File: src/sv/c2d_pkg.sv
// Shared types and constants for the multi-channel 2D convolution engine.
package c2d_pkg;

    localparam int CMD_W      = 2;
    localparam int ICH_W      = 2;
    localparam int OCH_W      = 3;
    localparam int POS_W      = 6;
    localparam int VAL_W      = 16;
    localparam int PROD_W     = 32;
    localparam int SUM_W      = 48;
    localparam int PAD_W      = 8;
    localparam int CFG_IDX_W  = 3;
    localparam int CFG_DATA_W = 7;

    typedef enum logic [CMD_W-1:0] {
        CMD_LOAD_PIX = 2'd0,
        CMD_LOAD_WGT = 2'd1,
        CMD_COMPUTE  = 2'd2
    } t_cmd;

    typedef enum logic [CFG_IDX_W-1:0] {
        CFG_KERNEL   = 3'd0,
        CFG_STRIDE   = 3'd1,
        CFG_IN_CH    = 3'd2,
        CFG_OUT_CH   = 3'd3,
        CFG_HEIGHT   = 3'd4,
        CFG_WIDTH    = 3'd5,
        CFG_SAME_PAD = 3'd6
    } t_cfg_idx;

    typedef enum logic [1:0] {
        ST_IDLE,
        ST_DECODE,
        ST_RUN,
        ST_DRAIN
    } t_state;

    // Effective (clamped) configuration plus derived padding.
    typedef struct packed {
        logic [2:0]       kernel;
        logic [2:0]       stride;
        logic [2:0]       in_ch;
        logic [3:0]       out_ch;
        logic [6:0]       height;
        logic [6:0]       width;
        logic [PAD_W-1:0] pad_h;
        logic [PAD_W-1:0] pad_w;
    } t_cfg_eff;

    typedef struct packed {
        logic img_we;
        logic wgt_we;
        logic rd_en;
    } t_mem_ctl;

endpackage

File: src/sv/c2d_ctrl.sv
// Command sequencer: load decode, tap walk, multiply-accumulate and result register.
module c2d_ctrl import c2d_pkg::*; #(
    parameter int MAX_HEIGHT = 64,
    parameter int MAX_WIDTH  = 64,
    parameter int MAX_OUT_CH = 8,
    parameter int MAX_KERNEL = 7,
    parameter int IMG_AW     = 14,
    parameter int WGT_AW     = 11
) (
    input  logic                    i_clk,
    input  logic                    i_rst_n,
    input  logic                    i_start,
    output logic                    o_busy,
    input  logic [CMD_W-1:0]        i_cmd,
    input  logic [ICH_W-1:0]        i_in_chan,
    input  logic [OCH_W-1:0]        i_out_chan,
    input  logic [POS_W-1:0]        i_row,
    input  logic [POS_W-1:0]        i_col,
    input  logic [VAL_W-1:0]        i_value,
    input  t_cfg_eff                i_eff,
    output t_mem_ctl                o_mem,
    output logic [IMG_AW-1:0]       o_img_addr,
    output logic [WGT_AW-1:0]       o_wgt_addr,
    output logic [VAL_W-1:0]        o_wdata,
    input  logic [VAL_W-1:0]        i_img_rdata,
    input  logic [VAL_W-1:0]        i_wgt_rdata,
    output logic                    o_valid,
    output logic                    o_status,
    output logic signed [SUM_W-1:0] o_sum
);

    t_state r_state, n_state;

    // request
    logic [CMD_W-1:0] r_cmd;
    logic [ICH_W-1:0] r_ich;
    logic [OCH_W-1:0] r_och;
    logic [POS_W-1:0] r_row;
    logic [POS_W-1:0] r_col;
    logic [VAL_W-1:0] r_value;

    // tap walk
    logic signed [10:0] r_r0, n_r0;
    logic signed [10:0] r_c0, n_c0;
    logic [ICH_W-1:0]   r_ch, n_ch;
    logic [2:0]         r_kr, n_kr;
    logic [2:0]         r_kc, n_kc;

    // MAC pipe
    logic                     r_p1, n_p1;
    logic                     r_p2;
    logic signed [PROD_W-1:0] r_prod;
    logic signed [SUM_W-1:0]  r_acc, n_acc;

    // result
    logic                    r_valid, n_valid;
    logic                    r_status, n_status;
    logic signed [SUM_W-1:0] r_sum, n_sum;

    logic               pix_ok, wgt_ok, comp_ok;
    logic [8:0]         rs, cs;
    logic signed [10:0] y, x;
    logic               tap_in, last_tap;
    logic [IMG_AW-1:0]  pix_addr, tap_img_addr;
    logic [WGT_AW-1:0]  wgt_addr, tap_wgt_addr;

    always_comb begin
        pix_ok = (3'(r_ich) < i_eff.in_ch) && (7'(r_row) < i_eff.height)
                 && (7'(r_col) < i_eff.width);
        wgt_ok = (3'(r_ich) < i_eff.in_ch) && (4'(r_och) < i_eff.out_ch)
                 && (r_row < 6'(i_eff.kernel)) && (r_col < 6'(i_eff.kernel));
        rs = 9'(r_row) * 9'(i_eff.stride);
        cs = 9'(r_col) * 9'(i_eff.stride);
        // output position valid when pos*s + k fits in the padded span
        comp_ok = (4'(r_och) < i_eff.out_ch)
                  && (11'(rs) + 11'(i_eff.kernel)
                      <= 11'(i_eff.height) + 11'({i_eff.pad_h, 1'b0}))
                  && (11'(cs) + 11'(i_eff.kernel)
                      <= 11'(i_eff.width) + 11'({i_eff.pad_w, 1'b0}));

        y = r_r0 + $signed(11'(r_kr));
        x = r_c0 + $signed(11'(r_kc));
        tap_in = !y[10] && !x[10] && (y[9:0] < 10'(i_eff.height))
                 && (x[9:0] < 10'(i_eff.width));
        last_tap = (3'(r_ch) == i_eff.in_ch - 3'd1) && (r_kr == i_eff.kernel - 3'd1)
                   && (r_kc == i_eff.kernel - 3'd1);

        pix_addr = IMG_AW'((r_ich * MAX_HEIGHT + r_row) * MAX_WIDTH + r_col);
        wgt_addr = WGT_AW'(((r_ich * MAX_OUT_CH + r_och) * MAX_KERNEL + r_row)
                           * MAX_KERNEL + r_col);
        tap_img_addr = IMG_AW'((r_ch * MAX_HEIGHT + y[5:0]) * MAX_WIDTH + x[5:0]);
        tap_wgt_addr = WGT_AW'(((r_ch * MAX_OUT_CH + r_och) * MAX_KERNEL + r_kr)
                               * MAX_KERNEL + r_kc);
    end

    // next state
    always_comb begin
        n_state = r_state;
        case (r_state)
            ST_IDLE: begin
                if (i_start) begin
                    n_state = ST_DECODE;
                end
            end
            ST_DECODE: begin
                if ((r_cmd == CMD_COMPUTE) && comp_ok) begin
                    n_state = ST_RUN;
                end else begin
                    n_state = ST_IDLE;
                end
            end
            ST_RUN: begin
                if (last_tap) begin
                    n_state = ST_DRAIN;
                end
            end
            ST_DRAIN: begin
                if (!r_p1 && !r_p2) begin
                    n_state = ST_IDLE;
                end
            end
            default: n_state = ST_IDLE;
        endcase
    end

    // outputs and datapath
    always_comb begin
        o_mem      = '0;
        o_img_addr = tap_img_addr;
        o_wgt_addr = tap_wgt_addr;
        o_wdata    = r_value;
        n_valid    = 1'b0;
        n_status   = r_status;
        n_sum      = r_sum;
        n_r0       = r_r0;
        n_c0       = r_c0;
        n_ch       = r_ch;
        n_kr       = r_kr;
        n_kc       = r_kc;
        n_p1       = 1'b0;
        n_acc      = r_p2 ? r_acc + SUM_W'(r_prod) : r_acc;
        case (r_state)
            ST_DECODE: begin
                n_r0  = $signed(11'(rs)) - $signed(11'(i_eff.pad_h));
                n_c0  = $signed(11'(cs)) - $signed(11'(i_eff.pad_w));
                n_ch  = '0;
                n_kr  = '0;
                n_kc  = '0;
                n_acc = '0;
                case (r_cmd)
                    CMD_LOAD_PIX: begin
                        o_mem.img_we = pix_ok;
                        o_img_addr   = pix_addr;
                        n_valid      = 1'b1;
                        n_status     = !pix_ok;
                        n_sum        = '0;
                    end
                    CMD_LOAD_WGT: begin
                        o_mem.wgt_we = wgt_ok;
                        o_wgt_addr   = wgt_addr;
                        n_valid      = 1'b1;
                        n_status     = !wgt_ok;
                        n_sum        = '0;
                    end
                    CMD_COMPUTE: begin
                        if (!comp_ok) begin
                            n_valid  = 1'b1;
                            n_status = 1'b1;
                            n_sum    = '0;
                        end
                    end
                    default: begin
                        n_valid  = 1'b1;
                        n_status = 1'b1;
                        n_sum    = '0;
                    end
                endcase
            end
            ST_RUN: begin
                // taps outside the image are skipped, adding zero
                o_mem.rd_en = tap_in;
                n_p1        = tap_in;
                if (r_kc == i_eff.kernel - 3'd1) begin
                    n_kc = '0;
                    if (r_kr == i_eff.kernel - 3'd1) begin
                        n_kr = '0;
                        n_ch = r_ch + 1'b1;
                    end else begin
                        n_kr = r_kr + 3'd1;
                    end
                end else begin
                    n_kc = r_kc + 3'd1;
                end
            end
            ST_DRAIN: begin
                if (!r_p1 && !r_p2) begin
                    n_valid  = 1'b1;
                    n_status = 1'b0;
                    n_sum    = r_acc;
                end
            end
            default: ;
        endcase
    end

    always_ff @(posedge i_clk) begin
        if (!i_rst_n) begin
            r_state <= ST_IDLE;
            r_p1    <= 1'b0;
            r_p2    <= 1'b0;
            r_valid <= 1'b0;
        end else begin
            r_state <= n_state;
            r_p1    <= n_p1;
            r_p2    <= r_p1;
            r_valid <= n_valid;
        end
    end

    always_ff @(posedge i_clk) begin
        if ((r_state == ST_IDLE) && i_start) begin
            r_cmd   <= i_cmd;
            r_ich   <= i_in_chan;
            r_och   <= i_out_chan;
            r_row   <= i_row;
            r_col   <= i_col;
            r_value <= i_value;
        end
        r_r0     <= n_r0;
        r_c0     <= n_c0;
        r_ch     <= n_ch;
        r_kr     <= n_kr;
        r_kc     <= n_kc;
        r_prod   <= $signed(i_img_rdata) * $signed(i_wgt_rdata);
        r_acc    <= n_acc;
        r_status <= n_status;
        r_sum    <= n_sum;
    end

    assign o_busy   = (r_state != ST_IDLE);
    assign o_valid  = r_valid;
    assign o_status = r_status;
    assign o_sum    = r_sum;

endmodule

File: config.mk
export PLATFORM = sky130hd
export DESIGN_NAME = c2d_ctrl
export DESIGN_NICKNAME = d
export VERILOG_FILES = /design/src/sv/c2d_pkg.sv /design/src/sv/c2d_ctrl.sv
export SDC_FILE = /design/constraint.sdc
export NUM_CORES = 1
export LEC_CHECK = 0
export ABC_AREA = 1
export BUFFER_PORTS_ARGS = -buffer_cell sky130_fd_sc_hd__buf_2
export CAP_MARGIN = 20
export CORE_MARGIN = 8
export CORE_UTILIZATION = 25
export CTS_CLUSTER_DIAMETER = 50
export DETAILED_ROUTE_END_ITERATION = 10
export HOLD_SLACK_MARGIN = 0.02
export PLACE_DENSITY = 0.42
export SYNTH_ARGS = -nofsm -noshare
export SYNTH_HDL_FRONTEND = slang
export SYNTH_SLANG_ARGS = --single-unit
File: constraint.sdc
create_clock -name i_clk -period 12.39 [get_ports i_clk]
set_input_delay 1.8585 -clock i_clk [delete_from_list [all_inputs] [get_ports i_clk]]
set_output_delay 1.8585 -clock i_clk [all_outputs]
set_load 0.1 [all_outputs]
# Yosys cells after proc, flatten, opt, wreduce, memory -nomap -nowiden
# Cells that the tools add are included.
[word_totals]
word_cells = 137
reg_bits = 199
[classes]
add_sub_neg = 24
mul = 7
n_reduce_logical = 30
magnitude_cmp = 10
mux = 33
n_eq_ne = 14
[op_table]
columns = ["operator", "count"]
rows = [
  ["48-bit 2-to-1 mux", 3],
  ["48-bit one-hot mux with 2 select lines", 1],
  ["48-bit by 32-bit adder with 48-bit output", 1],
  ["16-bit by 16-bit multiplier with 32-bit output", 1],
  ["9-bit by 3-bit adder with 10-bit output", 3],
  ["14-bit by 6-bit adder with 14-bit output", 2],
  ["14-bit 2-to-1 mux", 2],
  ["11-bit by 4-bit adder with 11-bit output", 2],
  ["10-bit by 3-bit multiplier with 11-bit output, second input constant", 2],
  ["11-bit 2-to-1 mux", 2],
  ["7-bit by 9-bit adder with 10-bit output", 2],
  ["10-bit less-or-equal comparator", 2],
  ["10-bit by 7-bit < comparator with 1-bit output", 2],
  ["9-bit by 8-bit subtractor with 10-bit output", 2],
  ["6-bit by 3-bit multiplier with 9-bit output", 2],
  ["6-bit by 3-bit multiplier with 9-bit output, second input constant", 2],
  ["8-bit by 6-bit adder with 8-bit output", 2],
  ["1-bit logical AND", 15],
  ["6-bit by 7-bit < comparator with 1-bit output", 2],
  ["2-bit 2-to-1 mux", 7],
  ["5-bit by 3-bit adder with 6-bit output", 2],
  ["6-bit by 3-bit < comparator with 1-bit output", 2],
  ["3-bit one-hot mux with 2 select lines", 2],
  ["11-bit by 3-bit adder with 11-bit output", 1],
  ["24 further kinds", 54],
]

# Depth between registers and ports, before layout
[logic_depth]
ltp_word = 8
mapped_depth = 27

# Worst setup path before layout
# OpenSTA, ideal clock, no wires.
[synth_timing]
path_type = "register -> output"
start = "register r_och[2]"
end = "output port o_wgt_addr[9]"
t_arrival_ps = 6586
setup_slack_ps = 3946
path_buffers = 0
stages_incl_launch_ff = 21
required_ps = 10531
path_cell_list = "edfxtp_1 -> fa_1 -> fa_1 -> ha_1 -> a21o_1 -> a31oi_1 -> nor2_1 -> o21ai_0 -> nand2_1 -> xor2_1 -> inv_1 -> fa_1 -> inv_1 -> ha_1 -> ha_1 -> nand2_1 -> nor2_1 -> nand2_1 -> o211ai_1 -> xnor2_1 -> o21ai_0"
[synth_between]
elab_chain_cells = 7
word_cells_on_any_way = 12
classes_between = "add/sub: 6; mul: 4; mux: 2"
[synth_lines]
columns = ["item", "line_no", "rtl"]
rows = [
  ["start, declared", "c2d_ctrl.sv:37", "logic [OCH_W-1:0] r_och;"],
  ["start signal, assigned", "c2d_ctrl.sv:224", "r_och <= i_out_chan;"],
  ["5-bit by 3-bit adder with 6-bit output (on tied branches)", "c2d_ctrl.sv:92, c2d_ctrl.sv:89", ""],
  ["6-bit by 3-bit multiplier with 9-bit output (on tied branches)", "c2d_ctrl.sv:92, c2d_ctrl.sv:89", ""],
  ["9-bit by 3-bit adder with 10-bit output / 9-bit by 6-bit adder with 10-bit output (equally long branches)", "c2d_ctrl.sv:92, c2d_ctrl.sv:89", ""],
  ["10-bit by 3-bit multiplier with 11-bit output (on tied branches)", "c2d_ctrl.sv:93, c2d_ctrl.sv:90", ""],
  ["11-bit by 3-bit adder with 11-bit output / 11-bit by 6-bit adder with 11-bit output (equally long branches)", "c2d_ctrl.sv:93, c2d_ctrl.sv:90", ""],
  ["11-bit 2-to-1 mux", "c2d_ctrl.sv:150", "case (r_cmd)"],
  ["11-bit 2-to-1 mux (*)", "c2d_ctrl.sv:142", "case (r_state)"],
  ["end, declared", "c2d_ctrl.sv:23", "output logic [WGT_AW-1:0] o_wgt_addr,"],
]
# Every way passes the cells marked *; elsewhere a longest branch is shown, timed or not.

# Worst setup path after layout
[layout_timing]
start = "register r_och[1]"
end = "output port o_wgt_addr[10]"
# The elaborated chain is that of the path after synthesis.

==> impl_metrics.py <==
metrics = {
    "worst_setup_path": {
        "cp.arrival_ns": 6.24,
        "reg2reg_to": "o_sum[30]",
        "reg2reg_slack_ns": 6.89,
        "critPathCaptureType": "primary output",
        "crit_slowest_cell": "edfxtp_1",
        "required_ns": 10.53,
        "reg2reg_depth": 23,
        "crit_fanout": 5,
        "path_cells": "fa_1 -> fa_1 -> inv_1 -> fa_1 -> inv_1 -> a31oi_1 -> nor2_1 -> o21ai_0 -> nand2_1 -> xor2_1 -> fa_1 -> ha_1 -> ha_1 -> a21oi_1 -> o21a_1 -> nand2_1 -> nand2_1 -> nand2_1 -> a21oi_1 -> inv_1 -> nand2_1 -> nand3_1 -> nand2_1 -> buf_2",
        "rr_startpoint": "r_row[2]",
        "cp-start-kind": "flip-flop",
        "cpPeakStageDelay_ns": 0.58,
        "crit_top_cell": "nand2_1",
        "crit_type": "reg -> out",
    },
    "synthesis": {
        "synth_ff_type": "edfxtp_1",
        "synthCells": 3701,
        "seq_area_frac_synth_pct": 18.10,
        "synth_edf_count": 112,
        "synth_cell_types": 54,
        "synth_area_per_cell_um2": 7.561,
        "syn_nets": 4435,
        "ys_ff_latch": 197,
        "syn-cell-area_um2": 27980,
        "ys_warn_count": 0,
        "async_reset_ff_share_pct": 0,
    },
    "sta": {
        "worst_slew_pin_slew_ns": 0.9771,
        "slew_headroom_pct": 34.86,
        "fin_skew_ns": 0.02494,
        "whs_ns": 0.4529,
        "tns_ns": 0,
        "finalHoldViolCount": 0,
        "layout_setup_ws_ns": 4.293,
        "fin_crit_sh_pct": 65.35,
        "fin_crit_ns": 8.097,
        "slew_viol_final": 0,
        "final-setup-viol-count": 0,
        "timing.fmax_mhz": 123.5,
        "rsz0062_at_grt": "no",
    },
    "cells_and_area": {
        "postLayoutCoreUtil_pct": 28.18,
        "drive_gt1_share_pct": 8.756,
        "diodes": 0,
        "nets": 4581,
        "area_growth_pct": 11.59,
    },
    "detailed_routing": {
        "drtAntennaViolNets": 0,
        "routed_wl_um": 87840,
        "drc_errors": 0,
        "vias": 22560,
        "wl_per_cell_um": 16.42,
        "drt_first_iter_violations": 1115,
        "vias_per_cell": 4.219,
        "firstDrtPassIters": 5,
    },
    "clocking": {
        "cts_setup_buffers": 0,
        "cts-hold-fix-buffers": 0,
        "cts_resized": 0,
        "cts_root_buffer": "clkbuf_16",
        "cts_sinks": 197,
        "htreeDepth": 4,
        "clkSlewWorstSetupHoldPaths_ns": 0.08,
        "cts_tree": "yes",
        "tritoncts.num_buffers": 17,
        "cts.path.max_buffers": 2,
        "insertion_delay_ns": 0.50,
    },
    "global_routing": {
        "first_global_vias": 24020,
        "grt_overflow": 0,
        "grt_start_max_net_pins": 80,
        "grt_antenna_before_repair": 5,
        "track_usage_pct": 14.49,
        "grt_pass1_wl_um": 139200,
    },
    "floorplan": {
        "die_y_um": 350.6,
        "core_area_um2": 110800,
        "num_io_pins": 208,
        "start_util_pct": 25.25,
        "fp.dieW_um": 350.6,
        "rows": 122,
        "dieArea_um2": 122900,
    },
    "worst_hold_path": {
        "worstHoldStart": "r_p1",
        "min_to": "r_p2",
        "hold_depth": 2,
        "hp-class": "reg -> reg",
    },
    "placement": {
        "gp_congestion": 0.8762,
        "numPortBuffers": 207,
        "pre_cts_ws_ns": 4.501,
        "dp_hpwl_um": 74500,
    },
    "run": {
        "drv_cap": 0,
    },
    "status": {
        "status": "complete, no violations",
    },
}
[logic make-up after synthesis]
logic type	count (synthesis)	share of synthesized area (%)
AOI/OAI and AO/OA	341	7.015
xor gates and xnor gates	138	4.346
adders and majority gates	621	36.27
buffers and inverters	1062	14.27
DFF	197	18.10
muxes	6	0.2414
and+or+nand+nor	1336	19.75
[placed cells by master (no fill, tap or decap), types with 10 or more instances in the layout]
master	n
inv_1	963
nand2_1	832
fa_1	317
ha_1	302
nor2_1	262
buf_2	207
a21oi_1	151
nand3_1	114
edfxtp_1	112
xor2_1	91
o21ai_0	87
dfxtp_1	84
xnor2_1	46
nand4_1	41
o21bai_1	26
nand2_2	21
clkbuf_16	17
nor3_1	15
a21o_1	14
nor2_2	12
inv_2	10
[sequential cells by signal, summed over array words and instances (netlist names), 6 cells and up, named ones only]
register,cells
r_row,6
r_r0,10
r_acc,48
o_sum,48
r_prod,32
r_c0,10
o_wdata,16
r_col,6
[cells in the mapped netlist, types with 6 or more instances]
cell type	n	area share, %
nor2_4	6	0.24
ha_1	304	14
dfxtp_1	85	6.1
nor2_2	12	0.27
a21oi_1	151	2.7
inv_1	964	13
nand2_1	832	11
o21bai_1	26	0.70
o21ai_1	9	0.16
o21ai_0	87	1.6
nor3_1	15	0.27
fa_1	317	23
or2_2	8	0.18
o21a_1	6	0.16
xnor2_1	46	1.4
clkbuf_1	78	1.0
nand4_1	41	0.92
a21oi_2	8	0.25
nor2_1	263	3.5
inv_2	10	0.13
nand2_2	21	0.47
a31oi_1	7	0.16
a21o_1	14	0.38
edfxtp_1	112	12
mux2_2	6	0.24
nand3_1	114	2.0
xor2_1	91	2.8
[worst max-delay path, delay by kind of cell, from the launching register on]
family | cells | cell delay, ns
simple gates | 8 | 0.64
flops | 1 | 0.58
compound gates | 5 | 0.68
buf+inv | 4 | 0.64
xor+xnor | 1 | 0.44
fa+ha+maj | 6 | 2.77
[final cells by class]
cell class	instances	area [µm²]
sequential	197	5066
clock buffer	17	425.4
clock inverter	15	188.9
fill	12290	79590
inverter	975	3660
multi-input combinational	2442	18940
timing repair buffer	214	1089
tap	1488	1862
[metrics by stage]
step	area (µm²)	cells
4_1_cts	31230	5348
2_1_floorplan	27980	3701
3_5_place_dp	30610	5316
3_3_place_gp	30610	5316
6_report	31230	5348
5_1_grt	31230	5348
[layer usage]
layer	vias to the layer above	part of all wire (%)	global-route usage (%)
met5	-	0.015	0
met4	2	1.5	2.819
met3	66	2.8	1.344
met2	352	49	26.21
met1	10700	47	18.79
li1	11450	-	-
[worst max path at each step]
| stage | startpoint | to | slack [ns] | cells past startpoint |
|---|---|---|---|---|
| 2_1_floorplan | r_och[2] | o_wgt_addr[9] | 3.95 | 20 |
| 3_3_place_gp | i_img_rdata[15] | r_prod[27] | 4.53 | 19 |
| 3_5_place_dp | i_wgt_rdata[1] | r_prod[26] | 4.50 | 23 |
| 4_1_cts | r_och[2] | o_wgt_addr[10] | 4.19 | 24 |
| 5_1_grt | r_och[2] | o_wgt_addr[10] | 3.85 | 24 |
| 6_report | r_och[1] | o_wgt_addr[10] | 4.29 | 24 |
Power is not shown: default switching activity piles up to over one toggle a cycle in this logic, so the estimate is an artifact.
