`src/sv/c2d_pkg.sv`:
```
// Shared types and constants for the multi-channel 2D convolution engine.
package c2d_pkg;

    localparam int CMD_W      = 2;
    localparam int ICH_W      = 2;
    localparam int OCH_W      = 3;
    localparam int POS_W      = 6;
    localparam int VAL_W      = 16;
    localparam int PROD_W     = 32;
    localparam int SUM_W      = 48;
    localparam int PAD_W      = 8;
    localparam int CFG_IDX_W  = 3;
    localparam int CFG_DATA_W = 7;

    typedef enum logic [CMD_W-1:0] {
        CMD_LOAD_PIX = 2'd0,
        CMD_LOAD_WGT = 2'd1,
        CMD_COMPUTE  = 2'd2
    } t_cmd;

    typedef enum logic [CFG_IDX_W-1:0] {
        CFG_KERNEL   = 3'd0,
        CFG_STRIDE   = 3'd1,
        CFG_IN_CH    = 3'd2,
        CFG_OUT_CH   = 3'd3,
        CFG_HEIGHT   = 3'd4,
        CFG_WIDTH    = 3'd5,
        CFG_SAME_PAD = 3'd6
    } t_cfg_idx;

    typedef enum logic [1:0] {
        ST_IDLE,
        ST_DECODE,
        ST_RUN,
        ST_DRAIN
    } t_state;

    // Effective (clamped) configuration plus derived padding.
    typedef struct packed {
        logic [2:0]       kernel;
        logic [2:0]       stride;
        logic [2:0]       in_ch;
        logic [3:0]       out_ch;
        logic [6:0]       height;
        logic [6:0]       width;
        logic [PAD_W-1:0] pad_h;
        logic [PAD_W-1:0] pad_w;
    } t_cfg_eff;

    typedef struct packed {
        logic img_we;
        logic wgt_we;
        logic rd_en;
    } t_mem_ctl;

endpackage

```
`src/sv/c2d_cfg.sv`:
```
// Configuration register file with range clamping and same-mode padding.
module c2d_cfg import c2d_pkg::*; #(
    parameter int MAX_HEIGHT = 64,
    parameter int MAX_WIDTH  = 64,
    parameter int MAX_IN_CH  = 4,
    parameter int MAX_OUT_CH = 8,
    parameter int MAX_KERNEL = 7
) (
    input  logic                  i_clk,
    input  logic                  i_rst_n,
    input  logic                  i_cfg_valid,
    output logic                  o_cfg_ready,
    input  logic [CFG_IDX_W-1:0]  i_cfg_index,
    input  logic [CFG_DATA_W-1:0] i_cfg_data,
    output t_cfg_eff              o_eff
);

    localparam int K_LIM  = (MAX_KERNEL < 7)  ? MAX_KERNEL : 7;
    localparam int IC_LIM = (MAX_IN_CH < 4)   ? MAX_IN_CH  : 4;
    localparam int OC_LIM = (MAX_OUT_CH < 8)  ? MAX_OUT_CH : 8;
    localparam int H_LIM  = (MAX_HEIGHT < 64) ? MAX_HEIGHT : 64;
    localparam int W_LIM  = (MAX_WIDTH < 64)  ? MAX_WIDTH  : 64;

    logic [2:0] r_kernel;
    logic [2:0] r_stride;
    logic [2:0] r_in_ch;
    logic [3:0] r_out_ch;
    logic [6:0] r_height;
    logic [6:0] r_width;
    logic       r_same;

    logic [9:0] span_h;
    logic [9:0] span_w;

    function automatic logic [7:0] clamp_u(input logic [7:0] v, input logic [7:0] lim);
        logic [7:0] res;
        if (v == 8'd0) begin
            res = 8'd1;
        end else if (v > lim) begin
            res = lim;
        end else begin
            res = v;
        end
        return res;
    endfunction

    assign o_cfg_ready = 1'b1;

    always_ff @(posedge i_clk) begin
        if (!i_rst_n) begin
            r_kernel <= 3'd3;
            r_stride <= 3'd1;
            r_in_ch  <= 3'd1;
            r_out_ch <= 4'd1;
            r_height <= 7'd64;
            r_width  <= 7'd64;
            r_same   <= 1'b0;
        end else if (i_cfg_valid) begin
            case (i_cfg_index)
                CFG_KERNEL:   r_kernel <= i_cfg_data[2:0];
                CFG_STRIDE:   r_stride <= i_cfg_data[2:0];
                CFG_IN_CH:    r_in_ch  <= i_cfg_data[2:0];
                CFG_OUT_CH:   r_out_ch <= i_cfg_data[3:0];
                CFG_HEIGHT:   r_height <= i_cfg_data[6:0];
                CFG_WIDTH:    r_width  <= i_cfg_data[6:0];
                CFG_SAME_PAD: r_same   <= i_cfg_data[0];
                default: ;
            endcase
        end
    end

    always_comb begin
        o_eff.kernel = 3'(clamp_u(8'(r_kernel), 8'(K_LIM)));
        o_eff.stride = 3'(clamp_u(8'(r_stride), 8'd4));
        o_eff.in_ch  = 3'(clamp_u(8'(r_in_ch), 8'(IC_LIM)));
        o_eff.out_ch = 4'(clamp_u(8'(r_out_ch), 8'(OC_LIM)));
        o_eff.height = 7'(clamp_u(8'(r_height), 8'(H_LIM)));
        o_eff.width  = 7'(clamp_u(8'(r_width), 8'(W_LIM)));
        // pad = (k + (s-1)*n - s) / 2, never negative since k >= 1
        span_h = 10'(o_eff.kernel) + (10'(o_eff.stride) - 10'd1) * 10'(o_eff.height)
                 - 10'(o_eff.stride);
        span_w = 10'(o_eff.kernel) + (10'(o_eff.stride) - 10'd1) * 10'(o_eff.width)
                 - 10'(o_eff.stride);
        o_eff.pad_h = r_same ? PAD_W'(span_h >> 1) : '0;
        o_eff.pad_w = r_same ? PAD_W'(span_w >> 1) : '0;
    end

endmodule

```
`config.mk`:
```
export PLATFORM = sky130hd
export DESIGN_NAME = c2d_cfg
export DESIGN_NICKNAME = d
export VERILOG_FILES = /design/src/sv/c2d_pkg.sv /design/src/sv/c2d_cfg.sv
export SDC_FILE = /design/constraint.sdc
export NUM_CORES = 1
export LEC_CHECK = 0
export BUFFER_PORTS_ARGS = -buffer_cell sky130_fd_sc_hd__buf_4
export CAP_MARGIN = 15
export CORE_MARGIN = 4
export CORE_UTILIZATION = 58
export CTS_CLUSTER_DIAMETER = 200
export DETAILED_ROUTE_END_ITERATION = 8
export GPL_TIMING_DRIVEN = 0
export PLACE_DENSITY = 0.82
export SYNTH_ARGS = -nofsm -noshare
export SYNTH_HDL_FRONTEND = slang
export SYNTH_SLANG_ARGS = --single-unit
```
`constraint.sdc`:
```
create_clock -name i_clk -period 5.2 [get_ports i_clk]
set_clock_uncertainty 0.05 [all_clocks]
set_input_delay 0.26 -clock i_clk [delete_from_list [all_inputs] [get_ports i_clk]]
set_output_delay 0.26 -clock i_clk [all_outputs]
set_load 0.005 [all_outputs]
```
### Word level (Yosys, flattened, before mapping)

Index checks and enable logic that the tools add are counted.

* register bits after elaboration: 28
* input port bits: 13
* output and inout bits: 44
* word-level logic and storage cells: 52

* add/subtract/negate cells: 5
* multiply operators: 2
* order comparisons: 5
* equality and inequality tests: 6
* multiplexer cells: 13
* reduce and logical (&&, ||, !) cells: 14

Operators by type and width (count)
* $mux 7: 4
* $add 3x9->9: 2
* $sub 9x3->9: 2
* $mux 8: 2
* $mux 3: 5
* $gt 7x7->1 const B: 2
* $logic_not 7->1: 2
* $reduce_and 2->1: 7
* $logic_not 3->1: 4
* $mul 10x7->9: 1
* $eq 3x3->1 const B: 3
* $mul 4x8->9: 1
* $mux 4: 2
* $eq 3x2->1 const B: 2
* $gt 3x3->1 const B: 2
* $gt 4x4->1 const B: 1
* $logic_not 4->1: 1
* $sub 3x1->4 const B: 1
* $eq 3x1->1 const B: 1

### Depth between registers and ports, before layout

Gate-level depths: netlist of the first run.

* depth after elaboration: 8
* mapped depth: 19
* depth with buffers taken out: 19

### Least setup slack after synthesis of the first run

Ideal clock, no wire load.

* kind: register to output
* start point: reg r_stride[2]
* end point: out o_eff[14] (netlist bit)
* arrival time: 3.815 ns
* data required time: 4.890 ns
* path slack: 1.075 ns
* cell stages (with the launch flop): 15
* path buffers: 1
* cells stage by stage: dfxtp_1 -> a21o_1 -> clkbuf_1 -> nand2_1 -> ha_1 -> fa_1 -> inv_1 -> fa_1 -> inv_1 -> fa_1 -> inv_1 -> ha_1 -> or4bb_1 -> o21ai_0 -> or3_1

RTL lines
* start, declared: RTL line c2d_cfg.sv:25 `logic [2:0] r_stride;`
* start signal, assigned: RTL line c2d_cfg.sv:61 `CFG_STRIDE: r_stride <= i_cfg_data[2:0];`
* end, declared: RTL line c2d_cfg.sv:15 `output t_cfg_eff o_eff`

==> impl_metrics.sql, run 1 <==
INSERT INTO impl_metrics (metric_group, metric, value, unit) VALUES
('synth', 'ys.warnings.count', '0', ''),
('clocking', 'ctsHtreeMaxLevel', '1', ''),
('clocking', 'worst_skew_pair.late_latency', '280', 'ps'),
('sta', 'setup_viol', '0', ''),
('power', 'pwr-share-seq', '26.6', '%'),
('drt', 'route.vias.total', '2819', ''),
('critical_path', 'crit_required', '4890', 'ps'),
('floorplan', 'rows', '27', ''),
('cells_and_area', 'diodes', '0', ''),
('cells_and_area', 'final_layout_size_suffix_gt1_share', '13.1', '%'),
('cells_and_area', 'nets', '591', ''),
('power', 'power_switching', '307', 'µW'),
('critical_path', 'crit_path_top_delay_cell', 'fa_1', ''),
('clocking', 'cts-root-buf', 'clkbuf_8', ''),
('clocking', 'numCtsBuffers', '3', ''),
('critical_path', 'worstPathCellList', 'a21o_1 > clkbuf_1 > nand2_1 > ha_1 > fa_1 > inv_1 > fa_1 > inv_1 > fa_1 > inv_1 > ha_1 > or4bb_1 > o21ai_0 > or3_1 > buf_4', ''),
('synth', 'postSynthCellCount', '418', ''),
('power', 'internal_power', '534', 'µW'),
('floorplan', 'num_io_pins', '57', ''),
('drt', 'drt-wirelength-per-cell', '12.4', 'µm'),
('sta', 'worst_margin_pin_slew', '663', 'ps'),
('drt', 'wl', '7120', 'µm'),
('drt', 'route.detailed.vias_per_inst', '4.91', ''),
('power', 'max-vdd-ir-drop', '243', 'µV'),
('grt', 'initial_antenna_violation_count', '0', ''),
('critical_path', 'worstPathArrival', '4590', 'ps'),
('synth', 'synth_top_cell_by_area', 'fa_1', ''),
('grt', 'largest_net_degree_at_the_start_of_global_routing', '17', ''),
('synth', 'synthTopCellsByArea', 'fa_1, dfxtp_1, ha_1', ''),
('synth', 'synth_top_family_by_area', 'adder cells', ''),
('drt', 'drt_pre_antenna_iters', '6', ''),
('synth', 'yosys.area_share.simple', '21.1', '%'),
('clocking', 'post_cts.repair.setup_buffers', '0', ''),
('sta', 'final-hold-violation-count', '0', ''),
('synth', 'synth-edff-count', '0', ''),
('critical_path', 'critical_path.max_fanout', '10', ''),
('floorplan', 'die_x', '85.3', 'µm'),
('clocking', 'cts_num_sinks', '28', ''),
('placed_design', 'placement.io_buffers', '54', ''),
('sta', 'maxSlewViolCount', '0', ''),
('sta', 'timing.fmax', '0.204', 'GHz'),
('sta', 'tcrit_tclk_final', '94.1', '%'),
('placed_design', 'detailedPlacementHpwl', '6160', 'µm'),
('sta', 'finalSetupTns', '0', 'ps'),
('drt', 'drtIter0Drc', '106', ''),
('synth', 'yosys.area_share.xor_xnor', '4.23', '%'),
('floorplan', 'coreArea', '0.00564', 'mm²'),
('critical_path', 'timing_worst_setup_path_type', 'register to output port', ''),
('synth', 'mappedNetlistArea', '0.00346', 'mm²'),
('floorplan', 'initial_core_util', '61.4', '%'),
('power', 'cellPowerDensity', '203', 'mW/mm²'),
('drt', 'drc', '0', ''),
('critical_path', 'crit_path_max_incr_delay', '540', 'ps'),
('synth', 'yosysSeqAreaShare', '16.2', '%'),
('critical_path', 'worstSetupEndpointType', 'output port', ''),
('grt', 'remaining_global_route_overflow', '0', ''),
('cells_and_area', 'final_cells', '574', ''),
('power', 'clkPwrFrac', '20.5', '%'),
('grt', 'grt_first_pass_wirelength', '12600', 'µm'),
('critical_path', 'crit_path_start_kind', 'register', ''),
('clocking', 'cts_buffer_depth', '2', ''),
('status', 'run_status', 'finished clean', ''),
('synth', 'ys_types', '44', ''),
('synth', 'synth_top_cell_area_share', '23.7', '%'),
('clocking', 'clk_pin_slew', '100', 'ps'),
('min_path', 'timing.hold.worst.class', 'primary input to register', ''),
('floorplan', 'die_y', '85.3', 'µm'),
('synth', 'synth_area_per_cell', '8.29', 'µm²'),
('power', 'power.combinational.fraction', '53.0', '%'),
('cells_and_area', 'layout_common_cells', 'inv_1, buf_4, nand2_1', ''),
('synth', 'dominantRegCellSynth', 'dfxtp_1', '');
## worst max-delay path: cells and delay by family (launching register included)
family | cells | cell delay (ps)
AND/OR/NAND/NOR | 3 | 760
flip-flops | 1 | 420
AO/OA/AOI/OAI | 2 | 220
buffers and inverters | 5 | 630
adder cells (fa/ha/maj) | 5 | 2270
## power by group through the flow
| stage | clock network (µW) | registers, µW | logic [µW] |
|---|---|---|---|
| after floorplan | 0 | 227 | 350 |
| after global placement | 0 | 228 | 422 |
| after detailed placement | 0 | 228 | 442 |
| after CTS | 173 | 223 | 445 |
| after global routing | 182 | 224 | 518 |
| final | 172 | 223 | 445 |
## layout make-up
class	count	area, µm²	share of cell area [%]
Clock buffer	3	41.3	1.00
Multi-Input combinational cell	309	2600	62.9
Timing Repair Buffer	54	405	9.82
Tap cell	72	90.1	2.18
Buffer	18	71.3	1.73
Sequential cell	28	562	13.6
Inverter	89	334	8.09
Clock inverter	1	30.0	0.727
## per-stage QoR
| step | hold WS [ps] | setup slack, ps | power [µW] | cell area (µm²) |
|---|---|---|---|---|
| 6_report | 169 | 305 | 840 | 4130 |
| 3_5_place_dp | 399 | 543 | 670 | 4060 |
| 4_1_cts | 169 | 216 | 841 | 4130 |
| 5_1_grt | 185 | 48.9 | 923 | 4130 |
| 2_1_floorplan | 334 | 1080 | 577 | 3560 |
| 3_3_place_gp | 393 | 632 | 650 | 4060 |
## cells by family (layout without fill, tap and decap cells)
logic type / count (synthesis) / after routing
buffers and inverters: 107 / 165
flip-flops: 28 / 28
AO/OA/AOI/OAI: 38 / 38
multiplexers: 11 / 11
adder cells (fa/ha/maj): 75 / 75
other: 2 / 28
AND/OR/NAND/NOR: 144 / 144
XOR/XNOR: 13 / 13
## cells in the mapped netlist, types with 7 or more instances
master     n
nand2_1   54
clkbuf_1  16
a21boi_1  12
nor2b_1   27
dfxtp_1   28
nor2_1    23
and2_1     9
mux2i_1   11
nand2b_1   7
ha_1      34
inv_1     87
a21oi_1    8
fa_1      41
## final timing paths
check	start	end	slack (ps)	cells past startpoint
setup / recovery	r_stride[2]	o_eff[14]	300	15
hold / removal	i_cfg_data[6]	r_height[6]	170	3
setup reg to reg	r_same	r_same	3990	3
hold reg to reg	r_width[0]	r_width[0]	410	2
## repair_timing
| item | CTS | global route |
|---|---|---|
| resized for setup | 0 | 1 |
| hold buffers | 0 | 0 |
| setup endpoints to repair | 0 | 2 |
## layer usage
metal | GRT usage (%) | vias up | share of wire (%)
met2 | 36.4 | 77 | 48
met3 | 3.01 | 20 | 5.9
li1 | - | 1416 | -
met1 | 27.1 | 1306 | 44
met5 | 0 | - | 0
met4 | 5.18 | 0 | 2.0
## sequential cells by signal (all words and copies together), names as in the netlist
| signal | cells |
|---|---|
| r_height | 7 |
| r_in_ch | 3 |
| r_kernel | 3 |
| r_out_ch | 4 |
| r_same | 1 |
| r_stride | 3 |
| r_width | 7 |
Power figures use the tool's default switching activity.
==> inputs of run 2 (changes only) <==
Settings changed: ABC_AREA from default to 0, CORE_UTILIZATION 58 to 59, CTS_BUF_LIST from default to sky130_fd_sc_hd__clkbuf_4, PLACE_DENSITY 0.82 to 0.83, SETUP_SLACK_MARGIN from default to 0.15.
==> impl_metrics.sql, run 2 (same netlist as run 1, synthesis figures left out) <==
INSERT INTO impl_metrics (metric_group, metric, value, unit) VALUES
('power', 'cellPowerDensity', '187', 'mW/mm²'),
('drt', 'route.detailed.vias_per_inst', '4.88', ''),
('power', 'max-vdd-ir-drop', '186', 'µV'),
('floorplan', 'rows', '27', ''),
('cells_and_area', 'final_layout_size_suffix_gt1_share', '14.3', '%'),
('floorplan', 'die_y', '84.6', 'µm'),
('clocking', 'worst_skew_pair.late_latency', '320', 'ps'),
('cells_and_area', 'nets', '592', ''),
('critical_path', 'crit_required', '4890', 'ps'),
('clocking', 'cts-root-buf', 'clkbuf_4', ''),
('drt', 'wl', '7130', 'µm'),
('min_path', 'timing.hold.worst.class', 'primary input to register', ''),
('drt', 'drt-wirelength-per-cell', '12.4', 'µm'),
('cells_and_area', 'layout_common_cells', 'inv_1, buf_4, nand2_1', ''),
('cells_and_area', 'diodes', '0', ''),
('floorplan', 'die_x', '84.6', 'µm'),
('critical_path', 'crit_path_start_kind', 'register', ''),
('placed_design', 'detailedPlacementHpwl', '6200', 'µm'),
('drt', 'route.vias.total', '2806', ''),
('clocking', 'numCtsBuffers', '3', ''),
('critical_path', 'critPathLaunch', 'r_stride[1]', ''),
('drt', 'drtIter0Drc', '68', ''),
('critical_path', 'reg2reg_depth', '3', ''),
('clocking', 'cts_tree', 'built', ''),
('sta', 'finalSetupTns', '0', 'ps'),
('sta', 'tcrit_tclk_final', '92.4', '%'),
('cells_and_area', 'flow.area_growth_from_synthesis', '18.6', '%'),
('placed_design', 'place.gp.congestion', '0.845', ''),
('sta', 'finalCriticalPeriod', '4800', 'ps'),
('floorplan', 'coreArea', '0.00561', 'mm²'),
('drt', 'ant_nets', '0', ''),
('drt', 'drc', '0', ''),
('placed_design', 'dpl_worst_slack', '519', 'ps'),
('drt', 'drt_pre_antenna_iters', '5', ''),
('placed_design', 'placement.io_buffers', '54', ''),
('floorplan', 'die_area', '0.00716', 'mm²'),
('clocking', 'cts_num_sinks', '28', ''),
('sta', 'unrepaired_setup_endpoints_after_global_routing', 'false', ''),
('sta', 'maxSlewViolCount', '0', ''),
('critical_path', 'timing_worst_setup_path_type', 'register to output port', ''),
('sta', 'timing.final.ws_setup', '396', 'ps'),
('critical_path', 'critical_path.max_fanout', '10', ''),
('sta', 'setup_viol', '0', ''),
('floorplan', 'num_io_pins', '57', ''),
('critical_path', 'worstPathArrival', '4490', 'ps'),
('grt', 'grt_first_pass_wirelength', '12600', 'µm'),
('sta', 'timing.fmax', '0.208', 'GHz'),
('sta', 'final-hold-violation-count', '0', ''),
('grt', 'grt_util_all_layers', '21.1', '%'),
('clocking', 'cts_buffer_depth', '2', ''),
('sta', 'worst_margin_pin_slew', '695', 'ps'),
('critical_path', 'worstSetupEndpointType', 'output port', ''),
('floorplan', 'initial_core_util', '61.8', '%'),
('critical_path', 'worstSetupEndpoint', 'o_eff[15]', ''),
('clocking', 'ctsHtreeMaxLevel', '1', ''),
('cells_and_area', 'reg.largest.list', 'r_height (7), r_width (7), r_out_ch (4)', ''),
('critical_path', 'worst_reg2reg_startpoint', 'r_same', ''),
('sta', 'slew-limit-headroom', '53.3', '%'),
('grt', 'grt_pass1_vias', '2890', ''),
('cells_and_area', 'final_core_utilization', '73.3', '%'),
('flow_run', 'maximum_capacitance_violations', '0', ''),
('grt', 'largest_net_degree_at_the_start_of_global_routing', '16', ''),
('critical_path', 'crit-reg2reg-capture', 'r_same', ''),
('power', 'power.static_leakage', '0.00207', 'µW'),
('status', 'run_status', 'finished clean', ''),
('critical_path', 'r2r_setup_slack', '4000', 'ps'),
('cells_and_area', 'most_common_library_cell_in_the_layout_ignoring_fill_and_taps', 'inv_1', ''),
('clocking', 'clk_pin_slew', '150', 'ps'),
('grt', 'remaining_global_route_overflow', '0', ''),
('grt', 'initial_antenna_violation_count', '0', '');
run 2: cell types whose count changed in the layout (fill, tap and decap cells not counted), moves of 2 or more:
| cell | change |
|---|---|
| clkbuf_1 | -2 |
| clkbuf_2 | +2 |
| clkbuf_4 | +3 |
| clkbuf_8 | -3 |
| nor2b_1 | -2 |
| nor2b_2 | +2 |
run 2: worst min-delay path by stage:
stage / slack (ps) / start / depth (start not counted) / endpoint
final: 100 / i_cfg_data[6] / 3 / r_height[6]
after global routing: 80 / i_cfg_data[6] / 3 / r_height[6]
after CTS: 100 / i_cfg_data[6] / 3 / r_height[6]
after detailed placement: 400 / r_height[0] / 2 / r_height[0]
after global placement: 400 / r_height[0] / 2 / r_height[0]
after floorplan: 330 / i_cfg_data[6] / 2 / r_height[6]
run 2: cell type report:
| cell class | instances | area (µm²) |
|---|---|---|
| sequential | 28 | 564 |
| buffer | 18 | 73.8 |
| timing repair buffer | 55 | 413 |
| fill | 437 | 1500 |
| multi-input combinational | 309 | 2610 |
| inverter | 89 | 334 |
| clock buffer | 3 | 22.5 |
| tap | 72 | 90.1 |
| clock inverter | 1 | 3.75 |
run 2: metrics by stage:
step	hold WS, ps	power (µW)	area, µm²	cells
final	99.5	770	4110	575
after global routing	83.3	853	4110	575
after CTS	96.4	763	4090	574
after detailed placement	404	673	4060	570
after global placement	395	650	4060	570
after floorplan	334	577	3560	444
run 2: worst max-delay path, cell delays in order (launching register included):
cell and delay, ps:
dfxtp_1 380, a21o_1 180, clkbuf_2 190, inv_2 170, nor2_1 90, fa_1 430, fa_1 460, fa_1 490
inv_1 50, fa_1 520, inv_1 40, ha_1 330, o21a_1 210, o31ai_2 80, a21oi_2 100, xnor2_1 130
and2_1 160, buf_4 130
run 2: timing repair:
item,CTS,global route
endpoints found under the setup margin,1,3
gates resized for setup,1,9
hold buffers,0,0
setup buffers,0,1
run 2: routing by layer:
| metal | global-route usage (%) | routed length (µm) | vias to the layer above |
|---|---|---|---|
| li1 | - | - | 1415 |
| met1 | 27.4 | 3190 | 1309 |
| met2 | 37.7 | 3510 | 68 |
| met3 | 2.45 | 314 | 14 |
| met4 | 4.89 | 116 | 0 |
| met5 | 0 | 0 | - |
run 2: where the power goes:
| part | total (µW) | leakage, µW | switching (µW) | internal (µW) |
|---|---|---|---|---|
| clock | 90.3 | 0.0000154 | 62.2 | 28.1 |
| sequential | 223 | 0.000228 | 3.84 | 219 |
| combinational | 456 | 0.00183 | 242 | 214 |
